<file path="config.mk">
export PLATFORM = sky130hd
export DESIGN_NAME = caged_gyro_zero_offset_calibrator_unit_flat
export DESIGN_NICKNAME = d
export VERILOG_FILES = /design/src/design/cgzo_pkg.sv /design/src/design/cgzo_if.sv /design/src/design/cgzo_ctrl.sv /design/src/design/cgzo_dpath.sv /design/src/design/caged_gyro_zero_offset_calibrator_unit.sv /design/src/flat_wrapper.sv
export VERILOG_INCLUDE_DIRS = /design/src /design/src/design
export SDC_FILE = /design/constraint.sdc
export NUM_CORES = 1
export LEC_CHECK = 0
export ABC_AREA = 1
export BUFFER_PORTS_ARGS = -buffer_cell sky130_fd_sc_hd__buf_4
export CAP_MARGIN = 20
export CELL_PAD_IN_SITES_DETAIL_PLACEMENT = 1
export CELL_PAD_IN_SITES_GLOBAL_PLACEMENT = 2
export CORE_MARGIN = 1
export CORE_UTILIZATION = 38
export DETAILED_ROUTE_END_ITERATION = 10
export PLACE_DENSITY = 0.82
export SYNTH_ARGS = -nofsm -noshare
export SYNTH_HDL_FRONTEND = slang
export SYNTH_SLANG_ARGS = --single-unit
</file>
<file path="constraint.sdc">
create_clock -name clk_i -period 9.15 [get_ports clk_i]
set_clock_uncertainty 0.2 [all_clocks]
set_input_delay 0.915 -clock clk_i [delete_from_list [all_inputs] [get_ports clk_i]]
set_output_delay 0.915 -clock clk_i [all_outputs]
set_load 0.05 [all_outputs]
</file>
<file path="src/design/caged_gyro_zero_offset_calibrator_unit_defines.svh">
// Assertion macros used by the calibrator top-level RTL.
`ifndef CAGED_GYRO_ZERO_OFFSET_CALIBRATOR_UNIT_DEFINES_SVH
`define CAGED_GYRO_ZERO_OFFSET_CALIBRATOR_UNIT_DEFINES_SVH

// Same-cycle implication, disabled while reset is asserted.
`define CGZO_ASSERT_SAME(label, clk, rst_n, ante, cons) \
  label: assert property (@(posedge clk) disable iff (!rst_n) (ante) |-> (cons)) \
    else $error("calibrator same-cycle check failed");

// Next-cycle implication, disabled while reset is asserted.
`define CGZO_ASSERT_NEXT(label, clk, rst_n, ante, cons) \
  label: assert property (@(posedge clk) disable iff (!rst_n) (ante) |=> (cons)) \
    else $error("calibrator next-cycle check failed");

`endif

</file>
<file path="src/design/cgzo_pkg.sv">
`default_nettype none
package cgzo_pkg;

  localparam int unsigned TIME_W  = 32;
  localparam int unsigned FIELD_W = 32;
  localparam int unsigned CODE_IN_W = 12;
  localparam int unsigned CORR_W  = 12;
  localparam int unsigned PHASE_W = 2;
  localparam int unsigned CNT_W   = 16;
  localparam int unsigned DEV_W   = 31;
  localparam int unsigned CFG_IDX_W  = 2;
  localparam int unsigned CFG_DATA_W = 32;

  localparam logic [CFG_IDX_W-1:0] CFG_SAMPLE_COUNT = 2'd0;
  localparam logic [CFG_IDX_W-1:0] CFG_WAIT_INTERVAL = 2'd1;
  localparam logic [CFG_IDX_W-1:0] CFG_MAX_DEVIATION = 2'd2;

  localparam logic [CNT_W-1:0]  SAMPLE_COUNT_RST  = 16'd1024;
  localparam logic [TIME_W-1:0] WAIT_INTERVAL_RST = 32'd5000;
  localparam logic [DEV_W-1:0]  MAX_DEVIATION_RST = 31'd100;

  localparam logic [TIME_W-1:0] SETTLE_TIME    = 32'd500;
  localparam logic [1:0]        CONFIRM_NEEDED = 2'd3;
  localparam logic [CORR_W-1:0] MID_CODE       = 12'h7FF;

  localparam logic [PHASE_W-1:0] PH_CAPTURE = 2'd0;
  localparam logic [PHASE_W-1:0] PH_CHECK   = 2'd1;
  localparam logic [PHASE_W-1:0] PH_ACCUM   = 2'd2;
  localparam logic [PHASE_W-1:0] PH_WAIT    = 2'd3;

  typedef struct packed {
    logic capture;
    logic prep;
    logic diff;
    logic eval;
    logic div_step;
    logic finish;
    logic load;
  } ctrl_cmd_t;

  typedef struct packed {
    logic need_div;
  } dp_status_t;

endpackage
`default_nettype wire

</file>
<file path="src/design/cgzo_if.sv">
`default_nettype none
interface cgzo_in_if;
  import cgzo_pkg::*;
  logic                 valid;
  logic                 ready;
  logic                 command;
  logic [TIME_W-1:0]    now_ms;
  logic [FIELD_W-1:0]   current_angle;
  logic [FIELD_W-1:0]   required_angle;
  logic [CODE_IN_W-1:0] rate_code;

  modport source (output valid, command, now_ms, current_angle, required_angle, rate_code,
                  input ready);
  modport sink (input valid, command, now_ms, current_angle, required_angle, rate_code,
                output ready);
endinterface

interface cgzo_out_if;
  import cgzo_pkg::*;
  logic                     valid;
  logic                     ready;
  logic                     done_res;
  logic signed [CORR_W-1:0] correction;
  logic [PHASE_W-1:0]       phase;

  modport source (output valid, done_res, correction, phase, input ready);
  modport sink (input valid, done_res, correction, phase, output ready);
endinterface
`default_nettype wire

</file>
<file path="src/design/cgzo_ctrl.sv">
`default_nettype none
module cgzo_ctrl #(
  parameter int unsigned ACC_W = 28
) (
  input  wire logic              clk_i,
  input  wire logic              rst_ni,
  input  wire logic              in_valid_i,
  output logic                   in_ready_o,
  output logic                   out_valid_o,
  input  wire logic              out_ready_i,
  input  wire cgzo_pkg::dp_status_t status_i,
  output cgzo_pkg::ctrl_cmd_t    cmd_o
);
  import cgzo_pkg::*;

  localparam int unsigned DCNT_W = $clog2(ACC_W);

  typedef enum logic [6:0] {
    ST_IDLE = 7'b0000001,
    ST_PREP = 7'b0000010,
    ST_DIFF = 7'b0000100,
    ST_EVAL = 7'b0001000,
    ST_DIV  = 7'b0010000,
    ST_FIN  = 7'b0100000,
    ST_OUT  = 7'b1000000
  } state_e;

  state_e             state_q, state_d;
  logic [DCNT_W-1:0]  dcnt_q, dcnt_d;
  logic               out_valid_q, out_valid_d;
  logic               load;

  assign load = (state_q == ST_OUT) && (!out_valid_q || out_ready_i);

  always_comb begin
    state_d = state_q;
    dcnt_d  = dcnt_q;
    case (state_q)
      ST_IDLE: begin
        if (in_valid_i) state_d = ST_PREP;
      end
      ST_PREP: state_d = ST_DIFF;
      ST_DIFF: state_d = ST_EVAL;
      ST_EVAL: begin
        dcnt_d  = '0;
        state_d = status_i.need_div ? ST_DIV : ST_OUT;
      end
      ST_DIV: begin
        dcnt_d = dcnt_q + DCNT_W'(1);
        if (dcnt_q == DCNT_W'(ACC_W - 1)) state_d = ST_FIN;
      end
      ST_FIN: state_d = ST_OUT;
      ST_OUT: begin
        if (load) state_d = ST_IDLE;
      end
      default: state_d = ST_IDLE;
    endcase
  end

  always_comb begin
    out_valid_d = out_valid_q;
    if (load) begin
      out_valid_d = 1'b1;
    end else if (out_ready_i) begin
      out_valid_d = 1'b0;
    end
  end

  always_ff @(posedge clk_i or negedge rst_ni) begin
    if (!rst_ni) begin
      state_q     <= ST_IDLE;
      dcnt_q      <= '0;
      out_valid_q <= 1'b0;
    end else begin
      state_q     <= state_d;
      dcnt_q      <= dcnt_d;
      out_valid_q <= out_valid_d;
    end
  end

  assign in_ready_o   = (state_q == ST_IDLE);
  assign out_valid_o  = out_valid_q;

  assign cmd_o.capture  = (state_q == ST_IDLE) && in_valid_i;
  assign cmd_o.prep     = (state_q == ST_PREP);
  assign cmd_o.diff     = (state_q == ST_DIFF);
  assign cmd_o.eval     = (state_q == ST_EVAL);
  assign cmd_o.div_step = (state_q == ST_DIV);
  assign cmd_o.finish   = (state_q == ST_FIN);
  assign cmd_o.load     = load;

endmodule
`default_nettype wire

</file>
<file path="src/design/cgzo_dpath.sv">
`default_nettype none
module cgzo_dpath #(
  parameter int unsigned ANGLE_BITS = 32,
  parameter int unsigned CODE_W     = 12,
  parameter int unsigned ACC_W      = 28
) (
  input  wire logic                              clk_i,
  input  wire logic                              rst_ni,
  input  wire cgzo_pkg::ctrl_cmd_t               cmd_i,
  output cgzo_pkg::dp_status_t                   status_o,
  input  wire logic                              cfg_we_i,
  input  wire logic [cgzo_pkg::CFG_IDX_W-1:0]    cfg_idx_i,
  input  wire logic [cgzo_pkg::CFG_DATA_W-1:0]   cfg_data_i,
  input  wire logic                              command_i,
  input  wire logic [cgzo_pkg::TIME_W-1:0]       now_ms_i,
  input  wire logic [cgzo_pkg::FIELD_W-1:0]      current_angle_i,
  input  wire logic [cgzo_pkg::FIELD_W-1:0]      required_angle_i,
  input  wire logic [cgzo_pkg::CODE_IN_W-1:0]    rate_code_i,
  output logic                                   done_res_o,
  output logic signed [cgzo_pkg::CORR_W-1:0]     correction_o,
  output logic [cgzo_pkg::PHASE_W-1:0]           phase_o
);
  import cgzo_pkg::*;

  localparam int unsigned DIV_W = CNT_W + 1;

  // Configuration registers.
  logic [CNT_W-1:0]  cnt_cfg_q;
  logic [TIME_W-1:0] wait_cfg_q;
  logic [DEV_W-1:0]  dev_cfg_q;

  // Latched input word.
  logic                  in_cmd_q;
  logic [TIME_W-1:0]     now_q;
  logic [ANGLE_BITS-1:0] cur_q;
  logic [FIELD_W-1:0]    req_q;
  logic [CODE_W-1:0]     code_q;

  // Calibration state.
  logic [PHASE_W-1:0]    phase_q;
  logic [ANGLE_BITS-1:0] ref_q;
  logic [1:0]            confirm_q;
  logic [TIME_W-1:0]     start_q;
  logic [CNT_W-1:0]      idx_q;
  logic [ACC_W-1:0]      acc_q;
  logic [CORR_W-1:0]     corr_q;
  logic [FIELD_W-1:0]    cal_q;
  logic                  done_q;

  // Scratch and divider.
  logic [ANGLE_BITS-1:0] diff_q;
  logic [TIME_W-1:0]     elapsed_q;
  logic [DIV_W-1:0]      rem_q;
  logic [DIV_W-1:0]      dvs_q;
  logic [ACC_W-1:0]      quo_q;

  // Result register.
  logic                  out_done_q;
  logic [CORR_W-1:0]     out_corr_q;
  logic [PHASE_W-1:0]    out_phase_q;

  logic [ANGLE_BITS-1:0] angle_dist;
  logic                  angle_ok;
  logic                  settled;
  logic                  waited;
  logic [ACC_W-1:0]      acc_sum;
  logic [CNT_W-1:0]      idx_inc;
  logic [CNT_W-1:0]      target;
  logic                  last_sample;
  logic [DIV_W-1:0]      divisor;
  logic [1:0]            confirm_inc;
  logic [DIV_W:0]        rem_sh;
  logic                  rem_ge;

  // The magnitude of the wrapped difference is at most half a circle, which still
  // fits in ANGLE_BITS when read as unsigned.
  assign angle_dist = diff_q[ANGLE_BITS-1] ? (~diff_q + ANGLE_BITS'(1)) : diff_q;
  assign angle_ok   = TIME_W'(angle_dist) <= {1'b0, dev_cfg_q};
  assign settled    = elapsed_q >= SETTLE_TIME;
  assign waited     = elapsed_q >= wait_cfg_q;

  assign acc_sum     = acc_q + ACC_W'(code_q);
  assign idx_inc     = idx_q + CNT_W'(1);
  assign target      = (cnt_cfg_q == '0) ? CNT_W'(1) : cnt_cfg_q;
  assign last_sample = (idx_inc == '0) || (idx_inc >= target);
  assign divisor     = (idx_inc == '0) ? {1'b1, CNT_W'(0)} : {1'b0, idx_inc};
  assign confirm_inc = confirm_q + 2'd1;

  assign status_o.need_div = (phase_q == PH_ACCUM) && angle_ok && last_sample;

  assign rem_sh = {rem_q, quo_q[ACC_W-1]};
  assign rem_ge = rem_sh >= {1'b0, dvs_q};

  always_ff @(posedge clk_i or negedge rst_ni) begin
    if (!rst_ni) begin
      cnt_cfg_q  <= SAMPLE_COUNT_RST;
      wait_cfg_q <= WAIT_INTERVAL_RST;
      dev_cfg_q  <= MAX_DEVIATION_RST;
    end else if (cfg_we_i) begin
      case (cfg_idx_i)
        CFG_SAMPLE_COUNT:  cnt_cfg_q  <= cfg_data_i[CNT_W-1:0];
        CFG_WAIT_INTERVAL: wait_cfg_q <= cfg_data_i[TIME_W-1:0];
        CFG_MAX_DEVIATION: dev_cfg_q  <= cfg_data_i[DEV_W-1:0];
        default: ;
      endcase
    end
  end

  always_ff @(posedge clk_i) begin
    if (cmd_i.capture) begin
      in_cmd_q <= command_i;
      now_q    <= now_ms_i;
      cur_q    <= current_angle_i[ANGLE_BITS-1:0];
      req_q    <= required_angle_i;
      code_q   <= rate_code_i[CODE_W-1:0];
    end
    if (cmd_i.diff) begin
      diff_q    <= cur_q - ref_q;
      elapsed_q <= now_q - start_q;
    end
    if (cmd_i.eval) begin
      quo_q <= acc_sum;
      rem_q <= '0;
      dvs_q <= divisor;
    end else if (cmd_i.div_step) begin
      rem_q <= rem_ge ? DIV_W'(rem_sh - {1'b0, dvs_q}) : rem_sh[DIV_W-1:0];
      quo_q <= {quo_q[ACC_W-2:0], rem_ge};
    end
    if (cmd_i.load) begin
      out_done_q  <= done_q;
      out_corr_q  <= corr_q;
      out_phase_q <= phase_q;
    end
  end

  always_ff @(posedge clk_i or negedge rst_ni) begin
    if (!rst_ni) begin
      phase_q   <= PH_CAPTURE;
      ref_q     <= '0;
      confirm_q <= '0;
      start_q   <= '0;
      idx_q     <= '0;
      acc_q     <= '0;
      corr_q    <= '0;
      cal_q     <= '0;
      done_q    <= 1'b0;
    end else begin
      if (cmd_i.prep) begin
        if (in_cmd_q) begin
          phase_q <= PH_WAIT;
          start_q <= now_q;
          idx_q   <= '0;
          acc_q   <= '0;
        end
        // An angle change overrides the restart phase.
        if (cal_q != req_q) begin
          cal_q   <= req_q;
          phase_q <= PH_CAPTURE;
        end
      end
      if (cmd_i.eval) begin
        done_q <= 1'b0;
        case (phase_q)
          PH_CAPTURE: begin
            ref_q     <= cur_q;
            confirm_q <= '0;
            start_q   <= now_q;
            phase_q   <= PH_CHECK;
          end
          PH_CHECK: begin
            if (settled) begin
              if (angle_ok) begin
                start_q   <= now_q;
                confirm_q <= confirm_inc;
                if (confirm_inc == CONFIRM_NEEDED) begin
                  idx_q   <= '0;
                  acc_q   <= '0;
                  phase_q <= PH_ACCUM;
                end
              end else begin
                phase_q <= PH_CAPTURE;
              end
            end
          end
          PH_ACCUM: begin
            if (!angle_ok) begin
              phase_q <= PH_CAPTURE;
            end else begin
              acc_q <= acc_sum;
              idx_q <= idx_inc;
              if (last_sample) begin
                done_q  <= 1'b1;
                phase_q <= PH_WAIT;
                start_q <= now_q;
              end
            end
          end
          default: begin
            if (waited) phase_q <= PH_CAPTURE;
          end
        endcase
      end
      if (cmd_i.finish) begin
        corr_q <= MID_CODE - quo_q[CORR_W-1:0];
      end
    end
  end

  assign done_res_o   = out_done_q;
  assign correction_o = $signed(out_corr_q);
  assign phase_o      = out_phase_q;

endmodule
`default_nettype wire

</file>
<file path="src/design/caged_gyro_zero_offset_calibrator_unit.sv">
// Channel  Dir  Word contents
// in_i     in   command, now_ms, current_angle, required_angle, rate_code
// out_o    out  done_res, correction, phase (one word per input word)
// cfg      in   cfg_we_i, cfg_idx_i, cfg_data_i (write only)
//
// An input word holds the block from its accept cycle through PREP, DIFF, EVAL and OUT;
// a word that completes a calibration also passes through DIV, where the restoring
// divider retires one quotient bit per cycle, and then FIN.
// Reset is asynchronous and active low; it loads the default register values.
// A result waits in an output register, so the next word is accepted while out_o stalls;
// a second result then waits until the first is taken.
`default_nettype none
`include "caged_gyro_zero_offset_calibrator_unit_defines.svh"
module caged_gyro_zero_offset_calibrator_unit #(
  parameter int unsigned ANGLE_BITS  = 32,
  parameter int unsigned SAMPLE_BITS = 12
) (
  input  wire logic                            clk_i,
  input  wire logic                            rst_ni,
  input  wire logic                            cfg_we_i,
  input  wire logic [cgzo_pkg::CFG_IDX_W-1:0]  cfg_idx_i,
  input  wire logic [cgzo_pkg::CFG_DATA_W-1:0] cfg_data_i,
  cgzo_in_if.sink                              in_i,
  cgzo_out_if.source                           out_o
);
  import cgzo_pkg::*;

  localparam int unsigned CODE_W = (SAMPLE_BITS < CODE_IN_W) ? SAMPLE_BITS : CODE_IN_W;
  localparam int unsigned ACC_W  = CODE_W + CNT_W;

  ctrl_cmd_t  cmd;
  dp_status_t status;
  logic       in_ready;
  logic       out_valid;

  cgzo_ctrl #(
    .ACC_W (ACC_W)
  ) u_ctrl (
    .clk_i       (clk_i),
    .rst_ni      (rst_ni),
    .in_valid_i  (in_i.valid),
    .in_ready_o  (in_ready),
    .out_valid_o (out_valid),
    .out_ready_i (out_o.ready),
    .status_i    (status),
    .cmd_o       (cmd)
  );

  cgzo_dpath #(
    .ANGLE_BITS (ANGLE_BITS),
    .CODE_W     (CODE_W),
    .ACC_W      (ACC_W)
  ) u_dpath (
    .clk_i            (clk_i),
    .rst_ni           (rst_ni),
    .cmd_i            (cmd),
    .status_o         (status),
    .cfg_we_i         (cfg_we_i),
    .cfg_idx_i        (cfg_idx_i),
    .cfg_data_i       (cfg_data_i),
    .command_i        (in_i.command),
    .now_ms_i         (in_i.now_ms),
    .current_angle_i  (in_i.current_angle),
    .required_angle_i (in_i.required_angle),
    .rate_code_i      (in_i.rate_code),
    .done_res_o       (out_o.done_res),
    .correction_o     (out_o.correction),
    .phase_o          (out_o.phase)
  );

  assign in_i.ready = in_ready;
  assign out_o.valid = out_valid;

  `CGZO_ASSERT_NEXT(a_busy_after_accept, clk_i, rst_ni, in_i.valid && in_ready, !in_ready)
  `CGZO_ASSERT_NEXT(a_div_holds_input, clk_i, rst_ni, cmd.div_step, !in_ready)
  `CGZO_ASSERT_NEXT(a_load_sets_valid, clk_i, rst_ni, cmd.load, out_valid)
  `CGZO_ASSERT_SAME(a_load_not_idle, clk_i, rst_ni, cmd.load, !in_ready)

endmodule
`default_nettype wire
</file>
<file path="src/flat_wrapper.sv">
// flat-port wrapper written by rule: the top's interface ports become plain ports
module caged_gyro_zero_offset_calibrator_unit_flat import cgzo_pkg::*;
#(
  parameter int unsigned ANGLE_BITS  = 32,
  parameter int unsigned SAMPLE_BITS = 12
)
  (clk_i, rst_ni, cfg_we_i, cfg_idx_i, cfg_data_i, in_i_valid, in_i_command, in_i_now_ms, in_i_current_angle, in_i_required_angle, in_i_rate_code, in_i_ready, out_o_valid, out_o_done_res, out_o_correction, out_o_phase, out_o_ready);
  cgzo_in_if in_i_i ();
  cgzo_out_if out_o_i ();
  input  wire logic clk_i;
  input  wire logic rst_ni;
  input  wire logic cfg_we_i;
  input  wire logic [cgzo_pkg::CFG_IDX_W-1:0] cfg_idx_i;
  input  wire logic [cgzo_pkg::CFG_DATA_W-1:0] cfg_data_i;
  input wire logic [$bits(in_i_i.valid)-1:0] in_i_valid;
  input wire logic [$bits(in_i_i.command)-1:0] in_i_command;
  input wire logic [$bits(in_i_i.now_ms)-1:0] in_i_now_ms;
  input wire logic [$bits(in_i_i.current_angle)-1:0] in_i_current_angle;
  input wire logic [$bits(in_i_i.required_angle)-1:0] in_i_required_angle;
  input wire logic [$bits(in_i_i.rate_code)-1:0] in_i_rate_code;
  output wire logic [$bits(in_i_i.ready)-1:0] in_i_ready;
  output wire logic [$bits(out_o_i.valid)-1:0] out_o_valid;
  output wire logic [$bits(out_o_i.done_res)-1:0] out_o_done_res;
  output wire logic [$bits(out_o_i.correction)-1:0] out_o_correction;
  output wire logic [$bits(out_o_i.phase)-1:0] out_o_phase;
  input wire logic [$bits(out_o_i.ready)-1:0] out_o_ready;
  assign in_i_i.valid = in_i_valid;
  assign in_i_i.command = in_i_command;
  assign in_i_i.now_ms = in_i_now_ms;
  assign in_i_i.current_angle = in_i_current_angle;
  assign in_i_i.required_angle = in_i_required_angle;
  assign in_i_i.rate_code = in_i_rate_code;
  assign in_i_ready = in_i_i.ready;
  assign out_o_valid = out_o_i.valid;
  assign out_o_done_res = out_o_i.done_res;
  assign out_o_correction = out_o_i.correction;
  assign out_o_phase = out_o_i.phase;
  assign out_o_i.ready = out_o_ready;
  caged_gyro_zero_offset_calibrator_unit #(.ANGLE_BITS(ANGLE_BITS), .SAMPLE_BITS(SAMPLE_BITS)) u_core (.clk_i(clk_i), .rst_ni(rst_ni), .cfg_we_i(cfg_we_i), .cfg_idx_i(cfg_idx_i), .cfg_data_i(cfg_data_i), .in_i(in_i_i), .out_o(out_o_i));
endmodule
</file>
### Word level (Yosys, flattened, before mapping)

Cells that the tools add are included.

| cells by class | value |
|---|---|
| $lt $le $gt $ge | 5 |
| bitwise gates (word level) | 1 |
| muxes and demuxes | 55 |
| eq/ne operators | 19 |
| $add $sub $neg | 9 |
| reduce and logical (&&, ||, !) cells | 21 |

Operator list:

| cell | count |
|---|---|
| 32-bit two-way mux | 8 |
| 28-bit two-way mux | 9 |
| 16-bit two-way mux | 8 |
| 32-bit case mux with 3 select lines | 1 |
| 32-bit subtractor | 2 |
| 28-bit case mux with 2 select lines | 1 |
| 7-bit case mux with 7 select lines | 1 |
| 17-bit two-way mux | 2 |
| 32-bit by 1-bit adder with 32-bit output (second input constant) | 1 |
| 32-bit greater-or-equal comparator | 1 |
| 32-bit by 9-bit greater-or-equal comparator with 1-bit output (second input constant) | 1 |
| 32-bit by 31-bit <= comparator with 1-bit output | 1 |
| 16-bit logical NOT | 2 |
| 32-bit inequality test | 1 |
| 32-bit inverter | 1 |
| 16-bit case mux with 2 select lines | 1 |
| 28-bit by 12-bit adder with 28-bit output | 1 |
| 7-bit two-way mux | 4 |
| 2-bit two-way mux | 12 |
| 18-bit by 17-bit greater-or-equal comparator with 1-bit output | 1 |
| 17-bit subtractor | 1 |
| 16-bit by 1-bit adder with 16-bit output (second input constant) | 1 |
| 16-bit greater-or-equal comparator | 1 |
| 11-bit by 12-bit subtractor with 12-bit output (first input constant) | 1 |
| 25 further kinds | 47 |

| word-level totals | value |
|---|---|
| input bits | 148 |
| output and inout bits | 17 |
| logic and storage cells | 139 |
| register bits | 499 |

### Depth between registers and ports, before layout

Gate-level depths: netlist of run 1.

| depth | value |
|---|---|
| depth in word-level cells | 8 |
| depth in mapped cells | 27 |
| mapped depth without buffers | 26 |

### Hierarchy

From an unflattened synthesis of run 1, not the netlist that was laid out.

| unflattened totals | value |
|---|---|
| cells, all modules | 3369 |
| area total of the unflattened synthesis | 28757.6 sq um |

Modules (own cells, without submodules):

| module | cells an instance | times used | area an instance (sq um) |
|---|---|---|---|
| cgzo_dpath | 3277 | 1 | 27973.1 |
| cgzo_ctrl | 92 | 1 | 784.5 |

### Least setup slack after synthesis of run 1

Ideal clock, no wire load.

| timing | value |
|---|---|
| path kind | reg2reg |
| from | reg u_core.u_ctrl.state_q[5] |
| to | reg u_core.u_dpath.diff_q[0] (enable) |
| library setup time | 0.646 ns |
| data required time | 8.304 ns |
| path slack | 1.561 ns |
| arrival | 6.743 ns |
| stages on the path, launching flop included | 4 |
| path through | dfrtp_1 > nor2_2 > nand2_2 > nor4_1 |

| on the way | value |
|---|---|
| word-level cells in the longest chain between the ends | 1 |

Ends and longest elaborated chain:

| element | line | source |
|---|---|---|
| from (decl) | cgzo_ctrl.sv:28 | `state_e state_q, state_d;` |
| from (signal assigned) | cgzo_ctrl.sv:75 | `state_q <= state_d;` |
| 7-bit by 3-bit equality test with 1-bit output | cgzo_ctrl.sv:86 | `assign cmd_o.diff = (state_q == ST_DIFF);` |
| to (signal assigned) | cgzo_dpath.sv:118 | `diff_q <= cur_q - ref_q;` |
| to (decl) | cgzo_dpath.sv:51 | `logic [ANGLE_BITS-1:0] diff_q;` |

Every way passes these cells.
A chain may end at the register's enable or synchronous reset.

### Final worst setup path of run 1

| timing | value |
|---|---|
| from | reg u_core.u_dpath.diff_q[0] |
| to | reg u_core.u_dpath.acc_q[21] |

| on the way | value |
|---|---|
| word-level cells in the longest chain between the ends | 8 |

Ends and longest elaborated chain:

| element | line | source |
|---|---|---|
| 32-bit inverter | cgzo_dpath.sv:77 | `assign angle_dist = diff_q[ANGLE_BITS-1] ? (~diff_q + ANGLE_BITS'(1)) : diff_q;` |
| 32-bit by 1-bit adder with 32-bit output | cgzo_dpath.sv:77 |  |
| 32-bit two-way mux (*) | cgzo_dpath.sv:77 |  |
| 32-bit by 31-bit <= comparator with 1-bit output (*) | cgzo_dpath.sv:78 | `assign angle_ok = TIME_W'(angle_dist) <= {1'b0, dev_cfg_q};` |
| 28-bit two-way mux | cgzo_dpath.sv:172 | `if (angle_ok) begin` |
| 28-bit two-way mux | cgzo_dpath.sv:171 | `if (settled) begin` |
| 28-bit case mux with 2 select lines (*) | cgzo_dpath.sv:163 | `case (phase_q)` |
| 28-bit two-way mux (*) | cgzo_dpath.sv:161 | `if (cmd_i.eval) begin` |
| to (signal assigned) | cgzo_dpath.sv:189 | `acc_q <= acc_sum;` |
| to (decl) | cgzo_dpath.sv:45 | `logic [ACC_W-1:0] acc_q;` |

Mark *: on every way between the ends. The rest lies on a longest branch, timed or not.

==> summary.txt, run 1 <==
Worst setup path
  – Critical-path cell list: inv_1, ha_1, inv_1, nor3_1, nand3_1, nor3_1, inv_1, nor2_1, nand3_1, o21ai_0, nand2_1, xor2_1, ha_1, nand3_1, inv_1, nand3_1, nor2_1, nand3_1, buf_4, nand2_2, buf_4, nand3_1, a21oi_1, o21ai_0
  – Critical path class: reg -> reg
  – Most common cell on crit path: nand3_1
  – Setup crit start kind: flip-flop
  – Top Family by Delay on Critical Path: simple AND/OR/NAND/NOR gates
  – Crit. End Element: flip-flop
  – CP Buf/Inv Count: 6
  – Worst Path Required: 9.38 ns
  – Slowest cell on crit path: a21oi_1
  – Crit-path max cell delay: 0.87 ns
  – CP arrival: 6.22 ns
  – Worst-path maximum fanout: 49

Clock tree
  – Clk_lat worst skew: 0.63 ns
  – Root buffer cell: clkbuf_16
  – Htree depth: 2
  – Worst-path clk slew: 0.06 ns
  – CTS tree: done
  – CTS buffer count: 59
  – Maximum root-to-sink buffer count: 3
  – Hold_buf cts: 0
  – Post-CTS setup buffers: 0
  – Clock sink count: 499
  – Post_cts resized: 0

Timing
  – Max-slew violation count: 0
  – Max-slew headroom: 0.276
  – Max Freq: 167 MHz
  – Final min period: 5.99 ns
  – Final period util: 0.655
  – Endpoints failing hold: 0
  – Post-Route Setup TNS: 0 ns
  – Unrepaired setup endpoints after global routing: false
  – Final setup viols: 0
  – Final Worst Setup Slack: 3.16 ns
  – Tightest Pin Transition: 1.09 ns

Floorplanning
  – Die Y: 277 µm
  – Die X-Extent: 277 µm
  – Core area: 74600 µm²
  – Starting Density: 0.385
  – Die footprint: 76600 µm²
  – # rows: 100
  – I/O Pins: 165

Drt
  – Pre-antenna DRT Iters: 5
  – Via count: 22951
  – Avg Vias per Cell: 5.09
  – Post-route ant nets: 0
  – DRT iter0 DRCs: 1075
  – Final wirelength: 81200 µm
  – DRC: 0
  – WL/cell: 18.0 µm

Logic synthesis
  – Post-synth top area share: 0.244
  – Syn avg cell area: 8.61 µm²
  – Post-Syn Nets: 3665
  – Seq/Total Area, Yosys: 0.473
  – Synth Flop Type: dfrtp_1
  – Mapped Cells: 3334
  – Post-synth EDFFs: 233
  – Synth Cell Area: 28700 µm²
  – Post-synth top area cell: edfxtp_1
  – Async S/R FF share, synth: 0.499
  – Synthesized flop and latch total: 499
  – Yosys warns: 0
  – Netlist cell types: 61
  – Top post-synthesis cells by area: edfxtp_1, dfrtp_1, nand2_1

Finish
  – # diodes: 0
  – Layout cells sized above 1: 0.118
  – Fin nets: 3819
  – P&R area growth vs syn: 15.3%

Power
  – Worst IR Drop VDD: 0.000149 V
  – Pwr dens: 273 nW/µm²
  – Leakage: 15.4 nW

Flow run
  – Max-cap violations: 0

Placement
  – Routability Congestion: 0.822
  – DP Wirelength: 59900 µm
  – Port bufs: 164
  – Pre-CTS WS: 3.23 ns

Global routing
  – Antenna violations before repair: 0
  – Global-route wire length before repair: 133000 µm
  – Final global-route overflow total: 0
  – Largest net degree at the start of global routing: 145
  – Global Route Usage Sum: 0.214
  – Vias in the first global route: 25077

Status
  – Outcome: complete, no violations

Worst hold path
  – Worst hold-check path type: in -> async
final cells by class:
| type | instances | area (µm²) |
|---|---|---|
| clock buffer | 92 | 1770 |
| clock inverter | 19 | 312 |
| fill | 8779 | 41500 |
| inverter | 457 | 1720 |
| multi-input combinational | 2282 | 13000 |
| sequential | 499 | 13600 |
| tap | 969 | 1210 |
| timing repair buffer | 189 | 1510 |
cells in the final DEF (no fill, tap or decap), types with 7 or more instances in the layout:
cell	netlist	routed
a21boi_0	7	7
a21o_1	9	9
a21oi_1	166	166
a31oi_1	8	8
buf_4	2	183
bufinv_16	0	8
clkbuf_1	56	19
clkbuf_16	0	62
clkbuf_8	0	11
dfrtp_1	239	239
dfstp_2	10	10
dfxtp_1	17	17
edfxtp_1	233	233
ha_1	179	179
inv_1	452	452
mux2_2	50	50
nand2_1	800	799
nand2_2	39	39
nand3_1	177	176
nand4_1	28	28
nor2_1	199	198
nor3_1	37	37
nor4_1	25	24
o211ai_1	8	8
o21a_1	7	7
o21ai_0	305	305
o21bai_1	7	7
o31ai_1	8	8
or2_2	11	11
xnor2_1	71	71
xor2_1	84	84
stage by stage:
stage                     power, mW  hold WS [ns]  instance area [µm²]  std cells  utilization
after floorplan                5.60         0.219                28700       3334            -
after global placement         6.40         0.233                30900       4392        0.414
after detailed placement       6.57         0.235                31000       4394        0.415
after CTS                      9.17         0.194                33000       4505        0.443
after global routing           9.71         0.226                33100       4507        0.444
final                          9.04         0.180                33100       4507        0.444
worst paths after layout:
check                                                           from                                        to  slack [ns]  cells past startpoint
worst min-delay path                                          rst_ni      u_core.u_dpath.cal_q[15]$_DFFE_PN0P_        0.18                      1
max in group asynchronous                                     rst_ni      u_core.u_dpath.start_q[19]$_DFF_PN0_        7.10                      2
worst max-delay path              u_core.u_dpath.diff_q[0]$_DFFE_PP_        u_core.u_dpath.acc_q[21]$_DFF_PN0_        3.16                     24
min in group clk_i              u_core.u_dpath.corr_q[0]$_DFFE_PN0P_  u_core.u_dpath.correction_o[0]$_DFFE_PP_        0.25                      0
worst max register to register    u_core.u_dpath.diff_q[0]$_DFFE_PP_        u_core.u_dpath.acc_q[21]$_DFF_PN0_        3.16                     24
worst min register to register  u_core.u_dpath.corr_q[0]$_DFFE_PN0P_  u_core.u_dpath.correction_o[0]$_DFFE_PP_        0.25                      0
logic make-up after synthesis:
kind of cell	after synthesis	synth area share
adder cells (fa/ha/maj)	183	0.0808
AO/OA/AOI/OAI	551	0.103
buffers and inverters	553	0.0755
flip-flops	499	0.473
XOR/XNOR	156	0.0479
AND/OR/NAND/NOR	1338	0.198
multiplexers	54	0.0212
where the power goes:
group	internal [mW]	leakage (nW)	switching (mW)	total (mW)
clock	1.55	1.02	0.970	2.52
sequential	2.94	5.38	0.273	3.21
combinational	1.20	9.02	2.11	3.31
synth_stat cells, types with 6 or more instances:
master and number:
nor2_1 199, a31oi_1 8, nand3b_1 6, nand2_2 39
edfxtp_1 233, or2_2 11, dfstp_2 10, inv_1 452
buf_2 29, o21ai_0 305, mux2_2 50, nor4_1 25
o21bai_1 7, xnor2_1 71, dfrtp_1 239, a21o_1 9
nand4_1 28, o21a_1 7, o211ai_1 8, ha_1 179
xor2_1 84, nand2_1 800, nor3_1 37, dfxtp_1 17
a21oi_1 166, a21boi_0 7, o31ai_1 8, nand3_1 177
clkbuf_1 56
state kept, by name (all words and copies together), names as in the netlist, 16 cells and up:
register	count
u_core.u_dpath.acc_q	28
u_core.u_dpath.now_q	32
u_core.u_dpath.req_q	32
u_core.u_dpath.elapsed_q	32
u_core.u_dpath.diff_q	32
u_core.u_dpath.dev_cfg_q	31
u_core.u_dpath.dvs_q	17
u_core.u_dpath.quo_q	28
u_core.u_dpath.cnt_cfg_q	16
u_core.u_dpath.wait_cfg_q	32
u_core.u_dpath.cal_q	32
u_core.u_dpath.cur_q	32
u_core.u_dpath.idx_q	16
u_core.u_dpath.start_q	32
u_core.u_dpath.rem_q	17
u_core.u_dpath.ref_q	32
layer usage:
layer	track usage	up-vias	routed length [µm]
met5	0	-	0
met4	0.0564	0	1820
met3	0.0240	98	2390
met2	0.385	292	40800
met1	0.270	11275	36100
li1	-	11286	-
worst register-to-register path: stages, from the launching register on:
cell	delay, ns
edfxtp_1	0.36
inv_1	0.11
ha_1	0.16
inv_1	0.05
nor3_1	0.29
nand3_1	0.17
nor3_1	0.31
inv_1	0.10
nor2_1	0.19
nand3_1	0.12
o21ai_0	0.30
nand2_1	0.10
xor2_1	0.16
ha_1	0.28
nand3_1	0.10
inv_1	0.07
nand3_1	0.11
nor2_1	0.25
nand3_1	0.13
buf_4	0.27
nand2_2	0.14
buf_4	0.51
nand3_1	0.20
a21oi_1	0.87
o21ai_0	0.22
(Power assumes the default switching activity.)
==> run 2: changes to the inputs <==
Clock period 9.15 ns to 5.9 ns, I/O delays scaled along.
==> summary.txt, run 2 (synthesis results as in run 1) <==
Status
  – Outcome: complete, no violations

Global routing
  – Global Route Usage Sum: 0.218 (+0.00379)
  – Antenna violations before repair: 1 (+1)
  – Vias in the first global route: 25420 (+1.4%)
  – Global-route wire length before repair: 135000 µm (+1.8%)
  – Largest net degree at the start of global routing: 151 (+4.1%)
  – Final global-route overflow total: 0 (unchanged)

Clock tree
  – Maximum root-to-sink buffer count: 3 (unchanged)
  – CTS tree: done
  – Worst-path clk slew: 0.06 ns (about the same)
  – Htree depth: 2 (unchanged)
  – CTS buffer count: 58 (-1.7%)
  – Root buffer cell: clkbuf_16
  – Clk_lat worst skew: 0.63 ns (about the same)
  – Clock sink count: 499 (unchanged)

Timing
  – Post-Route Setup TNS: 0 ns (unchanged)
  – Tightest Pin Transition: 1.03 ns (-0.0520 ns)
  – Final Worst Setup Slack: 0.640 ns (-2.52 ns)
  – Max Freq: 190 MHz (+14%)
  – Max-slew headroom: 0.311 (+0.0346)
  – Final period util: 0.892 (+0.237)
  – Endpoints failing hold: 0 (unchanged)
  – Max-slew violation count: 0 (unchanged)
  – Unrepaired setup endpoints after global routing: false
  – Final setup viols: 0 (unchanged)
  – Final min period: 5.26 ns (-0.731 ns)

Drt
  – Pre-antenna DRT Iters: 5 (unchanged)
  – DRC: 0 (unchanged)
  – Avg Vias per Cell: 5.09 (about the same)
  – DRT iter0 DRCs: 996 (-7.3%)
  – Via count: 23506 (+2.4%)
  – WL/cell: 17.9 µm (-0.51%)
  – Post-route ant nets: 0 (unchanged)
  – Final wirelength: 82800 µm (+2.0%)

Floorplanning
  – # rows: 100 (unchanged)
  – Die footprint: 76600 µm² (unchanged)
  – Starting Density: 0.385 (unchanged)
  – I/O Pins: 165 (unchanged)
  – Die X-Extent: 277 µm (unchanged)
  – Core area: 74600 µm² (unchanged)
  – Die Y: 277 µm (unchanged)

Placement
  – DP Wirelength: 59700 µm (-0.26%)
  – Routability Congestion: 0.869 (+5.7%)
  – Pre-CTS WS: 0.461 ns (-2.77 ns)
  – Placed cell count: 4394 (unchanged)
  – Port bufs: 164 (unchanged)

Finish
  – Layout cells sized above 1: 0.115 (-0.00279)
  – Fin nets: 3931 (+2.9%)
  – Non-Filler Instances: 4620 (+2.5%)
  – Fillers: 8747 (-0.36%)
  – Most frequent cells in the layout: nand2_1, inv_1, o21ai_0
  – P&R area growth vs syn: 18.6%
  – Final Util: 0.456 (+0.0127)
  – Commonest non-fill, non-tap cell in the layout: nand2_1

Worst setup path
  – Reg2reg setup slack: 0.64 ns (-2.52 ns)
  – Worst-path maximum fanout: 32 (-35%)
  – Crit. End Element: flip-flop
  – Critical path class: reg -> reg
  – CP arrival: 5.63 ns (-0.59 ns)
  – Worst Path Required: 6.27 ns (-3.11 ns)
  – Setup crit start kind: flip-flop

Power
  – Leakage: 15.8 nW (+2.4%)
  – Pwr dens: 406 nW/µm² (+49%)
  – Worst IR Drop VDD: 0.000226 V (+52%)
  – Total design power: 13.8 mW (+53%)

Worst hold path
  – Worst hold-check path type: in -> reg

Flow run
  – Max-cap violations: 0 (unchanged)
==> run 2: cell count changes in the layout (fill, tap and decap cells not counted), moves of 2 or more <==
cell and delta:
dlygate4sd3_1 +112, clkinv_2 +6, clkinvlp_4 +6, clkbuf_1 -7
buf_12 +2, bufinv_16 -5, clkinv_1 +4, buf_16 -2
clkbuf_8 -3, clkbuf_16 -3
==> run 2: layout make-up <==
type | instances | area [µm²] | share of cell area
clock buffers | 79 | 1630 | 0.0479
diodes | 1 | 2.50 | 0.0000735
multi-input cells | 2282 | 13000 | 0.382
well taps | 969 | 1210 | 0.0356
flip-flops and latches | 499 | 13600 | 0.399
repair buffers | 302 | 2640 | 0.0774
inverters | 457 | 1720 | 0.0504
clock inverters | 31 | 260 | 0.00765
==> run 2: per-stage QoR <==
| stage | instance area (µm²) | hold slack, ns |
|---|---|---|
| after CTS | 34000 | 0.0217 |
| after global placement | 30900 | 0.234 |
| after detailed placement | 31000 | 0.239 |
| after floorplan | 28700 | 0.0944 |
| final | 34000 | 0.0545 |
| after global routing | 34000 | 0.0535 |
==> run 2: where the power goes <==
part / internal (mW) / switching (mW) / total (mW)
registers: 4.55 / 0.428 / 4.98
logic: 1.91 / 3.32 / 5.22
clock network: 2.07 / 1.55 / 3.62
total: 8.53 / 5.30 / 13.8
==> run 2: path summary, 6_finish.rpt <==
check | startpoint | end | cells after the start
max | u_core.u_dpath.diff_q[1]$_DFFE_PP_ | u_core.u_dpath.start_q[30]$_DFF_PN0_ | 26
max reg2reg | u_core.u_dpath.diff_q[1]$_DFFE_PP_ | u_core.u_dpath.start_q[30]$_DFF_PN0_ | 26
min reg2reg | u_core.u_dpath.corr_q[8]$_DFFE_PN0P_ | u_core.u_dpath.correction_o[8]$_DFFE_PP_ | 0
min | cfg_data_i[21] | u_core.u_dpath.wait_cfg_q[21]$_DFFE_PN0P_ | 3
max in group asynchronous | rst_ni | u_core.u_dpath.dev_cfg_q[16]$_DFFE_PN0P_ | 3
min in group asynchronous | rst_ni | u_core.u_dpath.cal_q[14]$_DFFE_PN0P_ | 2
==> run 2: critical path, cell delays in order, from the launching register on <==
cell and delay (ns):
edfxtp_1 0.36, inv_1 0.10, ha_1 0.15, inv_1 0.05
nor3_1 0.28, nand3_1 0.16, nor3_1 0.32, inv_1 0.10
nor2_1 0.19, nand3_1 0.12, o21ai_0 0.33, nand2_1 0.12
xor2_1 0.21, ha_1 0.28, nand3_1 0.10, inv_1 0.05
nand3_1 0.10, nor2_1 0.10, nand3_1 0.08, buf_4 0.36
nand2_2 0.23, inv_2 0.35, nor2_2 0.14, o21ai_4 0.16
buf_6 0.36, nand2_2 0.09, nand2_1 0.08
==> run 2: per-layer routing <==
metal,vias to the layer above,track usage,wire [µm]
met5,-,0,0
met4,0,0.0575,1870
met3,110,0.0225,2110
met2,283,0.392,41700
met1,11595,0.276,37100
li1,11518,-,-
==> run 2: timing repair <==
item	CTS	global route
hold buffers	112	0
setup buffers	0	0
hold endpoints to repair	209	0
setup endpoints to repair	0	32
resized for setup	0	2
==> run 3: changes to the inputs <==
Settings changed: BUFFER_PORTS_ARGS -buffer_cell sky130_fd_sc_hd__buf_4 to -buffer_cell sky130_fd_sc_hd__buf_2.
==> summary.txt, run 3 (synthesis results as in run 1) <==
Finish
  – Layout cells sized above 1: 0.115 (about the same)
  – P&R area growth vs syn: 17.8%
  – Most frequent cells in the layout: nand2_1, inv_1, o21ai_0
  – Fin nets: 3932 (+0.025%)
  – Commonest non-fill, non-tap cell in the layout: nand2_1
  – # diodes: 0 (-1)

Worst setup path
  – Stages on worst setup path: 23 (-12%)
  – Slowest cell on crit path: a21oi_1
  – Top Family by Delay on Critical Path: simple AND/OR/NAND/NOR gates
  – R2R Path Start: u_core.u_dpath.diff_q[1]$_DFFE_PP_
  – CP Buf/Inv Count: 5 (-2)
  – Worst-path maximum fanout: 13 (-59%)
  – Setup crit start kind: flip-flop
  – Critical path class: reg -> reg
  – CP arrival: 5.53 ns (-0.10 ns)
  – Critical path origin: u_core.u_dpath.diff_q[1]$_DFFE_PP_
  – Most common cell on crit path: nand3_1
  – Crit-path max cell delay: 0.68 ns (+0.32 ns)
  – Worst Path Required: 6.16 ns (-0.11 ns)
  – Reg2reg setup slack: 0.63 ns (about the same)
  – R2R depth: 23 (-12%)
  – Worst r2r dst: u_core.u_dpath.acc_q[13]$_DFF_PN0_
  – Critical-path cell list: inv_1, ha_1, inv_1, nor3_1, nand3_1, nor3_1, inv_1, nor2_1, nand3_1, o21ai_0, nand2_1, xor2_1, ha_1, nand3_1, inv_1, nand3_1, nor2_1, nand3_1, nand2_2, buf_4, nand3_1, a21oi_1, o21ai_0
  – Crit. End Element: flip-flop

Timing
  – Endpoints failing hold: 0 (unchanged)
  – Post-Route Setup TNS: 0 ns (unchanged)
  – Unrepaired setup endpoints after global routing: false
  – Final setup viols: 0 (unchanged)
  – Max-slew violation count: 0 (unchanged)
  – Max-slew headroom: 0.262 (-0.0489)
  – Hold WS: 0.0576 ns (+0.00309 ns)
  – Final min period: 5.27 ns (+0.00771 ns)
  – Tightest Pin Transition: 1.11 ns (+0.0733 ns)
  – Max Freq: 190 MHz (-0.15%)
  – Final period util: 0.893 (+0.00131)

Clock tree
  – Clock sink count: 499 (unchanged)
  – Post-CTS setup buffers: 0 (unchanged)
  – CTS buffer count: 58 (unchanged)
  – Worst-path clk slew: 0.06 ns (about the same)
  – Clk_lat worst skew: 0.64 ns (about the same)
  – Htree depth: 2 (unchanged)
  – Maximum root-to-sink buffer count: 3 (unchanged)
  – CTS tree: done
  – Root buffer cell: clkbuf_16

Power
  – Clock power share: 0.276 (+0.014)
  – Combinational share of power: 0.369 (-0.009)
  – Sequential Power Share: 0.355 (-0.005)
  – Internal Power: 8.77 mW (+2.8%)
  – Pwr dens: 416 nW/µm² (+2.3%)
  – Switching pwr: 5.28 mW (-0.26%)
  – Worst IR Drop VDD: 0.000263 V (+17%)
  – Leakage: 15.7 nW (-0.33%)
  – Net Sw Frac: 0.376 (-0.00709)

Drt
  – Post-route ant nets: 0 (unchanged)
  – Final wirelength: 82900 µm (+0.19%)
  – DRT iter0 DRCs: 1169 (+17%)
  – Pre-antenna DRT Iters: 5 (unchanged)
  – DRC: 0 (unchanged)
  – WL/cell: 18.0 µm (+0.19%)
  – Via count: 23563 (+0.24%)
  – Avg Vias per Cell: 5.10 (+0.24%)

Placement
  – Port bufs: 164 (unchanged)
  – Routability Congestion: 0.881 (+1.3%)
  – DP Wirelength: 60000 µm (+0.50%)

Floorplanning
  – Die X-Extent: 277 µm (unchanged)
  – Die Y: 277 µm (unchanged)
  – Core area: 74600 µm² (unchanged)
  – Starting Density: 0.385 (unchanged)
  – Die footprint: 76600 µm² (unchanged)
  – # rows: 100 (unchanged)
  – I/O Pins: 165 (unchanged)

Global routing
  – Met3 Usage GRT: 0.0232 (+0.000675)
  – Global Route Usage Sum: 0.219 (+0.00112)
  – Global-route wire length before repair: 137000 µm (+0.95%)
  – Final global-route overflow total: 0 (unchanged)
  – GR Util met2: 0.398 (+0.00535)
  – Vias in the first global route: 25770 (+1.4%)
  – Antenna violations before repair: 0 (-1)
  – Grt met1 use: 0.276 (unchanged)
  – GRT busiest layer: met2
  – Largest net degree at the start of global routing: 126 (-17%)

Status
  – Outcome: complete, no violations

Flow run
  – Max-cap violations: 0 (unchanged)

Worst hold path
  – Worst hold-check path type: in -> reg
  – HP Start: cfg_data_i[20]
  – Cell depth of the worst hold path: 3 (unchanged)
  – WHS Endpoint: u_core.u_dpath.dev_cfg_q[20]$_DFFE_PN0P_
[run 3: changes by cell type in the layout (fill, tap and decap cells not counted), sizes merged]
| cell | change |
|---|---|
| bufinv | +4 |
| clkbuf | +6 |
| clkinv | -3 |
| clkinvlp | -4 |
| diode | -1 |
| dlygate4sd3 | +1 |
| inv | -3 |
[run 3: cell type report]
class                      count  area (µm²)
timing repair buffer         303        2230
clock buffer                  85        1730
sequential                   499       13600
tap                          969        1210
fill                        8807       40800
inverter                     457        1720
clock inverter                25         332
multi-input combinational   2282       13000
[run 3: timing repair]
item,in CTS,in global routing
hold buffers,113,0
endpoints found under the setup margin,0,28
resized for setup,0,1
hold endpoints to repair,208,0
[run 3: worst register-to-register path: cells and delay by family (launching register included)]
family | cells | cell delay (ns)
compound gates | 3 | 1.17
xor+xnor | 1 | 0.15
fa+ha+maj | 2 | 0.43
buf+inv | 5 | 0.61
flops | 1 | 0.36
simple gates | 12 | 2.18
[run 3: power groups by stage]
stage | clock network [mW] | registers, mW | logic, mW
final | 3.88 | 4.98 | 5.19
after global routing | 4.08 | 5.05 | 5.88
after CTS | 3.97 | 4.98 | 5.24
after detailed placement | 0 | 5.04 | 5.13
after global placement | 0 | 5.00 | 4.90
after floorplan | 0 | 4.90 | 3.75
[run 3: worst max-delay path by stage]
stage                                            to  slack [ns]
6_report         u_core.u_dpath.acc_q[13]$_DFF_PN0_        0.63
5_1_grt          u_core.u_dpath.acc_q[13]$_DFF_PN0_        0.01
4_1_cts        u_core.u_dpath.start_q[27]$_DFF_PN0_        0.48
3_5_place_dp   u_core.u_dpath.start_q[27]$_DFF_PN0_        0.50
3_3_place_gp   u_core.u_dpath.start_q[20]$_DFF_PN0_        0.75
2_1_floorplan    u_core.u_dpath.diff_q[0]$_DFFE_PP_        1.05
[run 3: per-stage QoR]
| step | power (mW) | setup slack, ns | cells | utilization | instance area [µm²] |
|---|---|---|---|---|---|
| floorplan | 8.66 | 1.05 | 3334 | - | 28700 |
| detailed placement | 10.2 | 0.500 | 4395 | 0.410 | 30600 |
| global placement | 9.90 | 0.747 | 4393 | 0.409 | 30500 |
| CTS | 14.2 | 0.477 | 4618 | 0.453 | 33800 |
| finish | 14.1 | 0.632 | 4620 | 0.453 | 33800 |
| global route | 15.0 | 0.0125 | 4620 | 0.453 | 33800 |
[run 3: metal layers]
metal | vias to the layer above | wire length, µm | part of all wire
li1 | 11515 | - | -
met1 | 11594 | 37100 | 0.45
met2 | 339 | 41900 | 0.51
met3 | 115 | 2160 | 0.026
met4 | 0 | 1760 | 0.021
met5 | - | 0 | 0
